<file path="src/rtl/pixel_plot_framebuffer_macros.svh">
`ifndef PIXEL_PLOT_FRAMEBUFFER_MACROS_SVH
`define PIXEL_PLOT_FRAMEBUFFER_MACROS_SVH

// Same-cycle implication, quiet while reset is asserted
`define PPF_ASSERT_NOW(lbl, ante, cons, msg) \
    lbl: assert property (@(posedge i_clk) disable iff (!i_rst_n) (ante) |-> (cons)) \
        else $error(msg);

// Next-cycle implication, quiet while reset is asserted
`define PPF_ASSERT_NEXT(lbl, ante, cons, msg) \
    lbl: assert property (@(posedge i_clk) disable iff (!i_rst_n) (ante) |=> (cons)) \
        else $error(msg);

`endif

</file>
<file path="src/rtl/ppf_pkg.sv">
`timescale 1ns / 1ps

package ppf_pkg;

    typedef enum logic [1:0] {
        MODE_DATA = 2'd0,
        MODE_CMD  = 2'd1,
        MODE_TRIG = 2'd2,
        MODE_READ = 2'd3
    } t_mode;

    typedef enum logic [2:0] {
        CMD_DRAW   = 3'd0,
        CMD_LOAD_X = 3'd1,
        CMD_LOAD_Y = 3'd2,
        CMD_CLEAR  = 3'd3
    } t_cmd;

    typedef enum logic [1:0] {
        ST_CLEAR,
        ST_IDLE,
        ST_READ,
        ST_DONE
    } t_state;

    typedef struct packed {
        logic wr;
        logic rd;
    } t_mem_ctl;

    localparam logic CFG_CMD_HIGH = 1'b0;
    localparam logic CFG_PAL_RGBI = 1'b1;

    localparam logic [7:0] LVL_FULL = 8'hff;
    localparam logic [7:0] LVL_DIM  = 8'h40;
    localparam logic [7:0] LVL_OFF  = 8'h00;

    localparam logic [1:0] CH_RED   = 2'd0;
    localparam logic [1:0] CH_GREEN = 2'd1;
    localparam logic [1:0] CH_BLUE  = 2'd2;

    function automatic logic [7:0] colour_level(input logic [3:0] pix, input logic rgbi,
                                                input logic [1:0] ch);
        logic [7:0] lvl;
        if (pix[ch]) begin
            lvl = LVL_FULL;
        end else if (rgbi && pix[3]) begin
            lvl = LVL_DIM;
        end else begin
            lvl = LVL_OFF;
        end
        return lvl;
    endfunction

endpackage

</file>
<file path="src/rtl/ppf_ctrl.sv">
`timescale 1ns / 1ps
`include "pixel_plot_framebuffer_macros.svh"

module ppf_ctrl #(
    parameter int X_BITS = 8,
    parameter int Y_BITS = 8
) (
    input  logic                       i_clk,
    input  logic                       i_rst_n,
    input  logic                       i_cfg_we,
    input  logic                       i_cfg_addr,
    input  logic                       i_cfg_wdata,
    input  logic                       i_in_valid,
    output logic                       o_in_ready,
    input  ppf_pkg::t_mode             i_mode,
    input  logic [7:0]                 i_write_value,
    input  logic                       i_line_level,
    input  logic [7:0]                 i_read_x,
    input  logic [7:0]                 i_read_y,
    output logic                       o_out_valid,
    input  logic                       i_out_ready,
    output logic [3:0]                 o_pixel_value,
    output logic [7:0]                 o_red,
    output logic [7:0]                 o_green,
    output logic [7:0]                 o_blue,
    output logic                       o_clear_done,
    output ppf_pkg::t_mem_ctl          o_mem_ctl,
    output logic [X_BITS+Y_BITS-1:0]   o_mem_addr,
    output logic [3:0]                 o_mem_wdata,
    input  logic [3:0]                 i_mem_rd_data
);

    localparam int AW = X_BITS + Y_BITS;

    ppf_pkg::t_state r_state, n_state;
    logic [AW-1:0]     r_cnt;
    logic [3:0]        r_fill;
    logic              r_report;
    logic [7:0]        r_data;
    ppf_pkg::t_cmd     r_cmd;
    logic [X_BITS-1:0] r_cx, n_cx;
    logic [Y_BITS-1:0] r_cy, n_cy;
    logic              r_cfg_hi;
    logic              r_cfg_pal;
    logic              r_out_valid;
    logic [3:0]        r_pix;
    logic [7:0]        r_red, r_green, r_blue;
    logic              r_done;

    logic              out_free;
    logic              in_ready;
    logic              accept;
    logic              run;
    logic              do_draw;
    logic              do_clear;
    logic              load_res;
    logic              res_read;
    logic              sweep_end;
    logic [X_BITS-1:0] rx;
    logic [Y_BITS-1:0] ry;
    ppf_pkg::t_mem_ctl mem_ctl;

    assign out_free  = !r_out_valid || i_out_ready;
    assign accept    = i_in_valid && in_ready;
    assign run       = accept && (i_mode == ppf_pkg::MODE_TRIG) && !i_line_level;
    assign do_draw   = run && (r_cmd == ppf_pkg::CMD_DRAW);
    assign do_clear  = run && (r_cmd == ppf_pkg::CMD_CLEAR);
    assign sweep_end = (r_cnt == {AW{1'b1}});
    assign rx        = X_BITS'(i_read_x);
    assign ry        = Y_BITS'(i_read_y);

    // Step the cursor for a draw
    always_comb begin
        n_cx = r_cx;
        n_cy = r_cy;
        if (r_data[4]) begin
            n_cx = r_data[6] ? r_cx - X_BITS'(1) : r_cx + X_BITS'(1);
        end
        if (r_data[5]) begin
            n_cy = r_data[7] ? r_cy - Y_BITS'(1) : r_cy + Y_BITS'(1);
        end
    end

    // Next state
    always_comb begin
        n_state = r_state;
        case (r_state)
            ppf_pkg::ST_CLEAR: begin
                if (sweep_end) begin
                    n_state = r_report ? ppf_pkg::ST_DONE : ppf_pkg::ST_IDLE;
                end
            end
            ppf_pkg::ST_IDLE: begin
                if (do_clear) begin
                    n_state = ppf_pkg::ST_CLEAR;
                end else if (accept && i_mode == ppf_pkg::MODE_READ) begin
                    n_state = ppf_pkg::ST_READ;
                end
            end
            ppf_pkg::ST_READ,
            ppf_pkg::ST_DONE: begin
                if (out_free) begin
                    n_state = ppf_pkg::ST_IDLE;
                end
            end
            default: n_state = ppf_pkg::ST_CLEAR;
        endcase
    end

    // Outputs of the state machine
    always_comb begin
        in_ready    = 1'b0;
        mem_ctl     = '0;
        o_mem_addr  = {ry, rx};
        o_mem_wdata = r_data[3:0];
        load_res    = 1'b0;
        res_read    = 1'b0;
        case (r_state)
            ppf_pkg::ST_CLEAR: begin
                mem_ctl.wr  = 1'b1;
                o_mem_addr  = r_cnt;
                o_mem_wdata = r_fill;
            end
            ppf_pkg::ST_IDLE: begin
                in_ready   = out_free;
                mem_ctl.wr = do_draw;
                mem_ctl.rd = accept && (i_mode == ppf_pkg::MODE_READ);
                if (do_draw) begin
                    o_mem_addr = {n_cy, n_cx};
                end
                // A clear reports only once its sweep has finished
                load_res   = accept && (i_mode != ppf_pkg::MODE_READ) && !do_clear;
            end
            ppf_pkg::ST_READ: begin
                load_res = out_free;
                res_read = 1'b1;
            end
            ppf_pkg::ST_DONE: begin
                load_res = out_free;
            end
            default: begin
                in_ready = 1'b0;
            end
        endcase
    end

    always_ff @(posedge i_clk) begin
        if (!i_rst_n) begin
            r_state     <= ppf_pkg::ST_CLEAR;
            r_cnt       <= '0;
            r_fill      <= '0;
            r_report    <= 1'b0;
            r_data      <= '0;
            r_cmd       <= ppf_pkg::CMD_DRAW;
            r_cx        <= '0;
            r_cy        <= '0;
            r_cfg_hi    <= 1'b0;
            r_cfg_pal   <= 1'b0;
            r_out_valid <= 1'b0;
        end else begin
            r_state <= n_state;
            if (r_state == ppf_pkg::ST_CLEAR) begin
                r_cnt <= r_cnt + AW'(1);
            end
            if (do_clear) begin
                r_cnt    <= '0;
                r_fill   <= r_data[3:0];
                r_report <= 1'b1;
            end
            if (accept && i_mode == ppf_pkg::MODE_DATA) begin
                r_data <= i_write_value;
            end
            if (accept && i_mode == ppf_pkg::MODE_CMD) begin
                r_cmd <= ppf_pkg::t_cmd'(r_cfg_hi ? i_write_value[5:3] : i_write_value[2:0]);
            end
            if (do_draw) begin
                r_cx <= n_cx;
                r_cy <= n_cy;
            end
            if (run && r_cmd == ppf_pkg::CMD_LOAD_X) begin
                r_cx <= X_BITS'(r_data);
            end
            if (run && r_cmd == ppf_pkg::CMD_LOAD_Y) begin
                r_cy <= Y_BITS'(r_data);
            end
            if (i_cfg_we && i_cfg_addr == ppf_pkg::CFG_CMD_HIGH) begin
                r_cfg_hi <= i_cfg_wdata;
            end
            if (i_cfg_we && i_cfg_addr == ppf_pkg::CFG_PAL_RGBI) begin
                r_cfg_pal <= i_cfg_wdata;
            end
            if (load_res) begin
                r_out_valid <= 1'b1;
            end else if (i_out_ready) begin
                r_out_valid <= 1'b0;
            end
        end
    end

    // Result payload
    always_ff @(posedge i_clk) begin
        if (load_res) begin
            r_done <= (r_state == ppf_pkg::ST_DONE);
            if (res_read) begin
                r_pix   <= i_mem_rd_data;
                r_red   <= ppf_pkg::colour_level(i_mem_rd_data, r_cfg_pal, ppf_pkg::CH_RED);
                r_green <= ppf_pkg::colour_level(i_mem_rd_data, r_cfg_pal, ppf_pkg::CH_GREEN);
                r_blue  <= ppf_pkg::colour_level(i_mem_rd_data, r_cfg_pal, ppf_pkg::CH_BLUE);
            end else begin
                r_pix   <= '0;
                r_red   <= '0;
                r_green <= '0;
                r_blue  <= '0;
            end
        end
    end

    assign o_in_ready    = in_ready;
    assign o_out_valid   = r_out_valid;
    assign o_pixel_value = r_pix;
    assign o_red         = r_red;
    assign o_green       = r_green;
    assign o_blue        = r_blue;
    assign o_clear_done  = r_done;
    assign o_mem_ctl     = mem_ctl;

    `PPF_ASSERT_NOW(a_no_wr_rd_clash, mem_ctl.wr, !mem_ctl.rd,
        "store written and read in one cycle")
    `PPF_ASSERT_NEXT(a_read_waits, accept && i_mode == ppf_pkg::MODE_READ,
        r_state == ppf_pkg::ST_READ && !o_in_ready, "read item not held for store data")
    `PPF_ASSERT_NEXT(a_clear_starts, do_clear,
        r_state == ppf_pkg::ST_CLEAR && r_cnt == '0 && r_report, "clear sweep not started")
    `PPF_ASSERT_NEXT(a_done_reported, r_state == ppf_pkg::ST_DONE && out_free,
        r_out_valid && r_done && r_state == ppf_pkg::ST_IDLE, "clear completion not reported")

endmodule

</file>
<file path="config.mk">
export PLATFORM = sky130hd
export DESIGN_NAME = ppf_ctrl
export DESIGN_NICKNAME = d
export VERILOG_FILES = /design/src/rtl/ppf_pkg.sv /design/src/rtl/ppf_ctrl.sv
export VERILOG_INCLUDE_DIRS = /design/src /design/src/rtl
export SDC_FILE = /design/constraint.sdc
export NUM_CORES = 1
export LEC_CHECK = 0
export BUFFER_PORTS_ARGS = -buffer_cell sky130_fd_sc_hd__buf_4
export CORE_MARGIN = 8
export CORE_UTILIZATION = 40
export DETAILED_ROUTE_END_ITERATION = 7
export PLACE_DENSITY_LB_ADDON = 0.2
export SYNTH_ARGS = -nofsm -noshare
export SYNTH_HDL_FRONTEND = slang
export SYNTH_SLANG_ARGS = --single-unit
</file>
<file path="constraint.sdc">
create_clock -name i_clk -period 2.9 [get_ports i_clk]
set_clock_uncertainty 0.2 [all_clocks]
set_input_delay 0 -clock i_clk [delete_from_list [all_inputs] [get_ports i_clk]]
set_output_delay 0 -clock i_clk [all_outputs]
set_load 0.01 [all_outputs]
</file>
Yosys cells after proc, flatten, opt, wreduce, memory -nomap -nowiden
Cells that the tools add are included.

cells by class
  $add $sub $neg = 5
  bitwise logic cells = 2
  reduce and logical (&&, ||, !) cells = 28
  equality and inequality tests = 14
  mux-type cells = 29

operator list
  kind                     number
  $mux W8                  11
  $pmux W16 S2             1
  $add A16 B1 Y16 const B  1
  $add A8 B1 Y8 const B    2
  $eq A16 B16 Y1 const B   1
  $mux W16                 1
  $sub A8 B1 Y8 const B    2
  $logic_and A1 B1 Y1      15
  $mux W2                  5
  $eq A2 B2 Y1 const B     4
  $mux W7                  1
  $eq A3 B2 Y1 const B     2
  $pmux W2 S3              1
  $reduce_bool A2 Y1       3
  $mux W1                  5
  $eq A2 B1 Y1 const B     2
  $logic_not A2 Y1         2
  $mux W4                  1
  $ne A2 B2 Y1 const B     2
  $pmux W1 S2              2
  $reduce_or A2 Y1         2
  $eq A3 B1 Y1 const B     1
  $logic_not A1 Y1         3
  $logic_not A3 Y1         1
  other kinds (6)          7

storage, ports and cells
  output and inout port bits = 53
  input port bits = 38
  register bits = 82

Logic depth before layout (Yosys ltp)
Gate-level depths: netlist of run 1.

  depth in word-level cells = 11
  mapped depth = 8

Worst setup path before layout of run 1
Ideal clock, no wire load.

  kind = register -> output
  from = register r_data[6]
  to = output o_mem_addr[7]
  buffers on the path = 0
  path slack = 0.580 ns
  arrival = 2.120 ns
  cell stages (with the launch flop) = 8
  cell sequence = dfxtp_1 > ha_1 > a211oi_1 > o21ai_0 > a31oi_1 > mux2_2 > xor2_1 > o221ai_1

on the way
  longest elaborated chain between the ends = 4

ends and longest elaborated chain
  item                    line             text
  from (decl)             ppf_ctrl.sv:39   logic [7:0] r_data;
  from (signal assigned)  ppf_ctrl.sv:171  r_data <= i_write_value;
  $mux W8                 ppf_ctrl.sv:77   n_cx = r_data[6] ? r_cx - X_BITS'(1) : r_cx + X_BITS'(1);
  $mux W8                 ppf_ctrl.sv:76   if (r_data[4]) begin
  $mux W16                ppf_ctrl.sv:128  if (do_draw) begin
  $pmux W16 S2            ppf_ctrl.sv:118  case (r_state)
  to (decl)               ppf_ctrl.sv:28   output logic [X_BITS+Y_BITS-1:0] o_mem_addr,

Every way passes these cells.

Worst setup path after layout of run 1
  from = register r_data[7]
  to = output o_mem_addr[15]

on the way
  longest elaborated chain between the ends = 4

ends and longest elaborated chain
  item          line             text
  $mux W8       ppf_ctrl.sv:80   n_cy = r_data[7] ? r_cy - Y_BITS'(1) : r_cy + Y_BITS'(1);
  $mux W8       ppf_ctrl.sv:79   if (r_data[5]) begin
  $mux W16      ppf_ctrl.sv:128
  $pmux W16 S2  ppf_ctrl.sv:118

Every way passes these cells.

==> results of run 1 <==
-- report_power, final --
part           internal (uW)  switching (uW)  total, uW
clock network            558             359        917
registers                856            7.03        863
logic                   75.0            48.1        123
-- cell families (layout without fill, tap and decap cells) --
group,after synthesis,after routing
AOI/OAI and AO/OA,112,112
xor gates and xnor gates,25,25
adders and majority gates,15,15
buffers and inverters,53,160
DFF,61,61
muxes,26,26
and+or+nand+nor,194,194
-- layout by cell type (no fill, tap or decap), drive strengths merged, types with 3 or more instances in the layout --
cell type    instances
o2111ai              3
and3                 3
a21oi               26
nand3               15
nand2b               7
ha                  13
mux2i               20
dlygate4sd3         35
mux2                 6
clkbuf              11
nor3b                4
nor4b                3
o221ai               4
xnor2               13
o211ai               5
a21boi               8
o22ai               10
xor2                12
a21o                 5
or3                  6
nor2b               23
nand4                9
dfxtp               53
o211a                4
nor2                32
edfxtp               8
nand2               67
o21ai               28
buf                100
and2                 6
inv                  9
nor3                 9
a211oi               4
-- layer usage --
metal	vias up	global-route usage [%]	routed length, um
met2	131	25.5	5250
met5	-	0	0
met1	1789	21.9	5480
met3	14	4.46	844
met4	0	5.36	187
li1	1921	-	-
-- critical path: cells and delay by family (launching register included) --
| kind | cells | cell delay [ns] |
|---|---|---|
| XOR/XNOR | 1 | 0.16 |
| flip-flops | 1 | 0.36 |
| multiplexers | 1 | 0.34 |
| adder cells (fa/ha/maj) | 1 | 0.31 |
| buffers and inverters | 1 | 0.16 |
| AO/OA/AOI/OAI | 4 | 0.88 |
-- what timing repair did --
action	4_1_cts	5_1_grt
setup endpoints to repair	1	4
buffers inserted	0	0
gates resized for setup	1	10
pin swaps	0	1
endpoints found under the hold margin	44	0
hold buffers	35	0
cloned	0	0
-- worst max-delay path by stage --
stage,from,slack (ns),end,cells past startpoint
6_report,r_data[7],0.14,o_mem_addr[15],8
2_1_floorplan,r_data[6],0.58,o_mem_addr[7],7
4_1_cts,r_data[7],0.04,o_mem_addr[15],8
3_3_place_gp,r_data[6],0.39,o_mem_addr[7],8
5_1_grt,r_data[6],0.005,o_mem_addr[7],8
3_5_place_dp,r_data[6],0.32,o_mem_addr[7],8
-- sequential cells by signal (all words and copies together) (netlist names), 2 cells and up --
name           cells
o_pixel_value      4
r_data             8
r_state            2
r_cy               8
r_cx               8
r_fill             4
r_cmd              3
r_cnt             16
-- through the flow --
| step | cells | area [um^2] |
|---|---|---|
| final | 729 | 5390 |
| after global placement | 678 | 4750 |
| after detailed placement | 678 | 4750 |
| after CTS | 729 | 5340 |
| after floorplan | 486 | 4120 |
| after global routing | 729 | 5390 |
-- area by class of cell --
class / instances / area, um^2 / area share, %
Sequential cell: 61 / 1310 / 24.2
Timing Repair Buffer: 135 / 1100 / 20.4
Multi-Input combinational cell: 372 / 2530 / 47.0
Inverter: 9 / 33.8 / 0.627
Tap cell: 136 / 170 / 3.16
Clock buffer: 11 / 163 / 3.02
Clock inverter: 5 / 80.1 / 1.49
==> summary.md, run 1 <==
| Metric | Value |
|---|---|
| Status | finished, final reports clean |
| Hold Crit Class | in2reg |
| # diodes | 0 |
| Mux cell area share after synthesis | 6.50% |
| Post-synth top cells | 66 x nand2_1, 53 x dfxtp_1, 29 x nor2_1, 25 x a21oi_1, 24 x o21ai_0 |
| Synth area leader | dfxtp_1 |
| Layout area overhead | 30.9% |
| Most common cell in the netlist | nand2_1 |
| FF-to-FF path depth | 7 |
| Area fraction in compound gates after synthesis | 18.0% |
| Mapped Nets | 539 |
| Yosys warnings | 0 |
| Worst skew pair latency | 0.34 ns |
| IO Pins | 91 |
| GRT overflow | 0 |
| Xor-xnor portion of the synthesized cell area | 5.32% |
| Yosys top cell area share | 25.8% |
| Filler cell count | 950 |
| Cell Rows | 37 |
| CTS Sinks | 61 |
| RR Startpoint | r_state[1] |
| Hpwl dp | 8630 um |
| CTS Buf Count | 9 |
| Crit path launch type | flop |
| Power Density | 353 nW/um^2 |
| Synth async-reset ratio | 0% |
| Hold Startpoint | i_line_level |
| Max stage delay on crit path | 0.36 ns |
| CP max FO | 6 |
| H-Tree Depth | 3 |
| Die Area | 13800 um^2 |
| Port buffer count | 90 |
| Setup CP Type | reg2out |
| First-pass GRT wire length | 19100 um |
| Detail Route Antenna Nets | 0 |
| Die Ht | 117 um |
| Peak VDD IR | 234 uV |
| Synth cell types | 71 |
| Drt first pass iters | 5 |
| Cells after synthesis | 486 |
| Pleak | 0.00216 uW |
| Tmin final | 2.76 ns |
| Fin util | 53.2% |
| Hold Fails Final Rpt | 0 |
| Final wirelength | 11800 um |
| Layout cells sized above 1 | 25.5% |
| Vias per cell | 5.29 |
| Root Driver | clkbuf_8 |
| Sequential fraction of the synthesis area | 31.6% |
| Drc violations | 0 |
| Synth Area in Simple Gates | 25.8% |
| Nets@finish | 641 |
| Main combinational cell family by area after synthesis | simple AND/OR/NAND/NOR gates |
| CTS Buffer Depth | 2 |
| Slew @ Worst Pin | 0.771 ns |
| Adder-cell area share of the yosys netlist | 4.92% |
| Worst reg-to-reg setup slack | 0.16 ns |
| Final Setup Violations | 0 |
| Unrepaired setup endpoints after global routing | no |
| End of the worst register-to-register path | r_cmd[2] |
| Vias in the first global route | 3735 |
| Final Power | 1900 uW |
| Syn Area/Cell | 8.47 um^2 |
| Hold slack | 0.0220 ns |
| Hold path depth | 6 |
| Data arrival time of the worst path | 2.56 ns |
| Synth area leaders | dfxtp_1 26%, nand2_1 6.0%, edfxtp_1 5.8% |
| Starting Density | 40.6% |
| FF+latch count, synth | 61 |
| Post-synthesis cell area | 4120 um^2 |
| Slew headroom | 48.6% |
| Die width | 117 um |
| Pin count of the biggest net entering global routing | 45 |
| Slew Viols, Final | 0 |
| Post-route setup slack | 0.144 ns |
| RD Place Congestion | 0.848 |
| Placement Setup Slack | 0.315 ns |
| Worst setup EP type | output port |
| Crit-path cells | ha_1 > a211oi_1 > o21ai_0 > a31oi_2 > mux2_4 > xor2_2 > o221ai_1 > buf_4 |
| Critical Path RT | 2.70 ns |
| Vias | 3855 |
| Setup TNS | 0 ns |
| Slowest cell on crit path | dfxtp_2 |
| Main synth FF type | dfxtp_1 |
| GRT Overall Usage | 16.5% |
| Peak Freq | 363 MHz |
| Count of flip-flops with a built-in enable after synthesis | 8 |
| Drt first-iter violations | 227 |
| Routed wire per std cell | 16.1 um |
| Hold path endpoint | r_cx[1] |
| Placeable Area | 10100 um^2 |
| CTS tree | built |
| Final period util | 95.1% |
| Initial antenna violation count | 0 |
| Max-Cap Viols | 0 |
| CTS clk-pin slew, worst paths | 0.07 ns |
No activity file was read; power rests on OpenSTA's default activity.
==> run 2, diff against run 1 <==
Settings changed: ABC_CLOCK_PERIOD_IN_PS set to 3100.
Clock period 2.9 ns to 3.1 ns, I/O delays scaled along.
==> run 2 against run 1 <==
Compared with the run above: non-clock buffer count grew 5; worst setup slack lost 0.015 ns; first-iteration DRC count fell by 3.1%; sequential share of layout area grew 0.072 points; register-to-register slack worse by 0.03 ns; routed wire length increased by 0.58%; via count increased by 1.2%; clock-buffer cell count down 1; critical endpoint is now r_data[6].
==> summary.md, run 2 (synthesis results as in run 1) <==
| Metric | Value |
|---|---|
| Status | finished, final reports clean |
| Hold Crit Class | in2reg |
| Final period util | 95.9% |
| Sequential Area | 1300 um^2 (-0.19%) |
| Final Setup Violations | 0 (unchanged) |
| Worst setup EP type | flop |
| Hold slack | 0.0153 ns (-0.00666 ns) |
| Peak VDD IR | 207 uV (-11%) |
| Commonest non-fill, non-tap cell in the layout | buf_4 |
| Worst skew pair latency | 0.33 ns (about the same) |
| CTS Sinks | 61 (unchanged) |
| CTS tree | built |
| CTS clk-pin slew, worst paths | 0.07 ns (about the same) |
| Peak Freq | 337 MHz |
| Slew @ Worst Pin | 0.760 ns (-0.0115 ns) |
| Die Area | 13800 um^2 (unchanged) |
| Final Power | 1680 uW (-12%) |
| Detail Route Antenna Nets | 0 (unchanged) |
| Critical Path RT | 3.11 ns (+0.41 ns) |
| Routed wire per std cell | 16.1 um (-0.11%) |
| Slowest cell on crit path | dlygate4sd3_1 |
| RR Startpoint | r_state[1] |
| Hold path endpoint | r_cx[1] |
| Vias | 3901 (+1.2%) |
| Crit-path cells | nor2b_4 > nand3_1 > nor3_4 > buf_4 > mux2i_1 > dlygate4sd3_1 > nor2b_1 > dlygate4sd3_1 |
| Slew Viols, Final | 0 (unchanged) |
| Vias in the first global route | 3793 (+1.6%) |
| Vias per cell | 5.31 (+0.50%) |
| RD Place Congestion | 0.912 (+7.6%) |
| Power Density | 314 nW/um^2 (-11%) |
| Hpwl dp | 8650 um (+0.17%) |
| Crit path launch type | flop |
| Starting Density | 40.6% (unchanged) |
| Data arrival time of the worst path | 2.98 ns (+0.42 ns) |
| Max FFs per register | 16 (unchanged) |
| Pin count of the biggest net entering global routing | 45 (unchanged) |
| Reg with most FFs | r_cnt |
| Placement Setup Slack | 0.422 ns (+0.107 ns) |
| GRT overflow | 0 (unchanged) |
| First-pass GRT wire length | 19400 um (+1.7%) |
| Pleak | 0.00218 uW (+0.66%) |
| Layout cells sized above 1 | 23.4% (-2.1 points) |
| CP max FO | 8 (+2) |
| Nets@finish | 646 (+0.78%) |
| Setup TNS | 0 ns (unchanged) |
| Root Driver | clkbuf_8 |
| Max stage delay on crit path | 0.57 ns (+0.21 ns) |
| # diodes | 0 (unchanged) |
| Final wirelength | 11800 um (+0.58%) |
| Cell area after placement | 4710 um^2 (-0.79%) |
| Drt first-iter violations | 220 (-3.1%) |
| Top cell by count, worst path | dlygate4sd3_1 |
| CTS Buf Count | 9 (unchanged) |
| Filler cell count | 919 (-3.3%) |
| Footprint of the multi-input gates | 2490 um^2 (-1.6%) |
| Drc violations | 0 (unchanged) |
| Tmin final | 2.97 ns |
| End of the worst register-to-register path | r_data[6] |
| Setup CP Type | reg2reg |
| Worst reg-to-reg setup slack | 0.13 ns (-0.03 ns) |
| Post-route setup slack | 0.128 ns (-0.0152 ns) |
| Placeable Area | 10100 um^2 (unchanged) |
| Final instance area | 5360 um^2 (-0.49%) |
| Initial antenna violation count | 0 (unchanged) |
| Hold Fails Final Rpt | 0 (unchanged) |
| FF-to-FF path depth | 8 (+1) |
| Die width | 117 um (unchanged) |
| Drt first pass iters | 5 (unchanged) |
| GRT Overall Usage | 16.7% (+0.22 points) |
| Cell Rows | 37 (unchanged) |
| Die Ht | 117 um (unchanged) |
| Port buffer count | 90 (unchanged) |
| CTS Buffer Depth | 2 (unchanged) |
| IO Pins | 91 (unchanged) |
| Hold Startpoint | i_line_level |
| Slew headroom | 49.3% (+0.77 points) |
| Layout area overhead | 30.2% |
| Max-Cap Viols | 0 (unchanged) |
| Unrepaired setup endpoints after global routing | no |
| Hold path depth | 6 (unchanged) |
| H-Tree Depth | 3 (unchanged) |
| Most frequent cells in the layout | 98 x buf_4, 66 x nand2_1, 51 x dfxtp_1, 42 x dlygate4sd3_1, 29 x nor2_1 |
==> run 2: cell count changes in the layout (fill, tap and decap cells not counted), moves of 2 or more <==
cell / change
clkinv_1: +2
xor2_2: -2
buf_4: -2
dlygate4sd3_1: +7
clkinvlp_4: -2
xor2_1: +2
==> run 2: what timing repair did <==
item	in CTS	in global routing
resized for setup	0	2
buffers inserted	0	3
hold buffers	42	0
setup endpoints to repair	0	10
hold endpoints to repair	44	0
==> run 2: layout make-up <==
cell class,instances,area share [%]
clock buffers,10,2.38
inverters,9,0.630
multi-input cells,372,46.5
well taps,136,3.17
clock inverters,6,1.45
flip-flops and latches,61,24.3
repair buffers,140,21.6
==> run 2: metal layers <==
layer  up-vias  GRT usage, %  part of all wire [%]
met4         0          4.32                  0.91
met3        10          4.41                   7.0
met5         -             0                     0
met2       124          26.0                    45
li1       1929             -                     -
met1      1838          22.4                    48
==> run 2: how the worst max path moves through the flow <==
| stage | start | to | slack [ns] |
|---|---|---|---|
| floorplan | r_data[6] | o_mem_addr[7] | 0.78 |
| global placement | r_data[7] | o_mem_addr[15] | 0.49 |
| detailed placement | r_data[7] | o_mem_addr[15] | 0.42 |
| CTS | r_data[7] | o_mem_addr[15] | 0.05 |
| global route | r_data[6] | o_mem_addr[7] | 0.01 |
| finish | r_state[1] | r_data[6] | 0.13 |
==> run 2: worst max-delay path: cells and delay by family (launching register included) <==
family | cells | cell delay (ns)
flops | 1 | 0.41
mux | 1 | 0.20
buf+inv | 3 | 1.31
simple gates | 4 | 0.74
==> run 2: per-stage QoR <==
step	util, %	std cells
2_1_floorplan	-	486
3_3_place_gp	46.5	673
3_5_place_dp	46.5	673
4_1_cts	52.6	731
5_1_grt	52.9	734
6_report	52.9	734
==> run 2: where the power goes <==
group | total (uW) | leakage [uW] | internal (uW) | switching, uW
Sequential | 809 | 0.000511 | 802 | 7.08
Clock | 759 | 0.000105 | 445 | 314
Combinational | 116 | 0.00156 | 70.3 | 45.5
Total | 1680 | 0.00218 | 1320 | 366
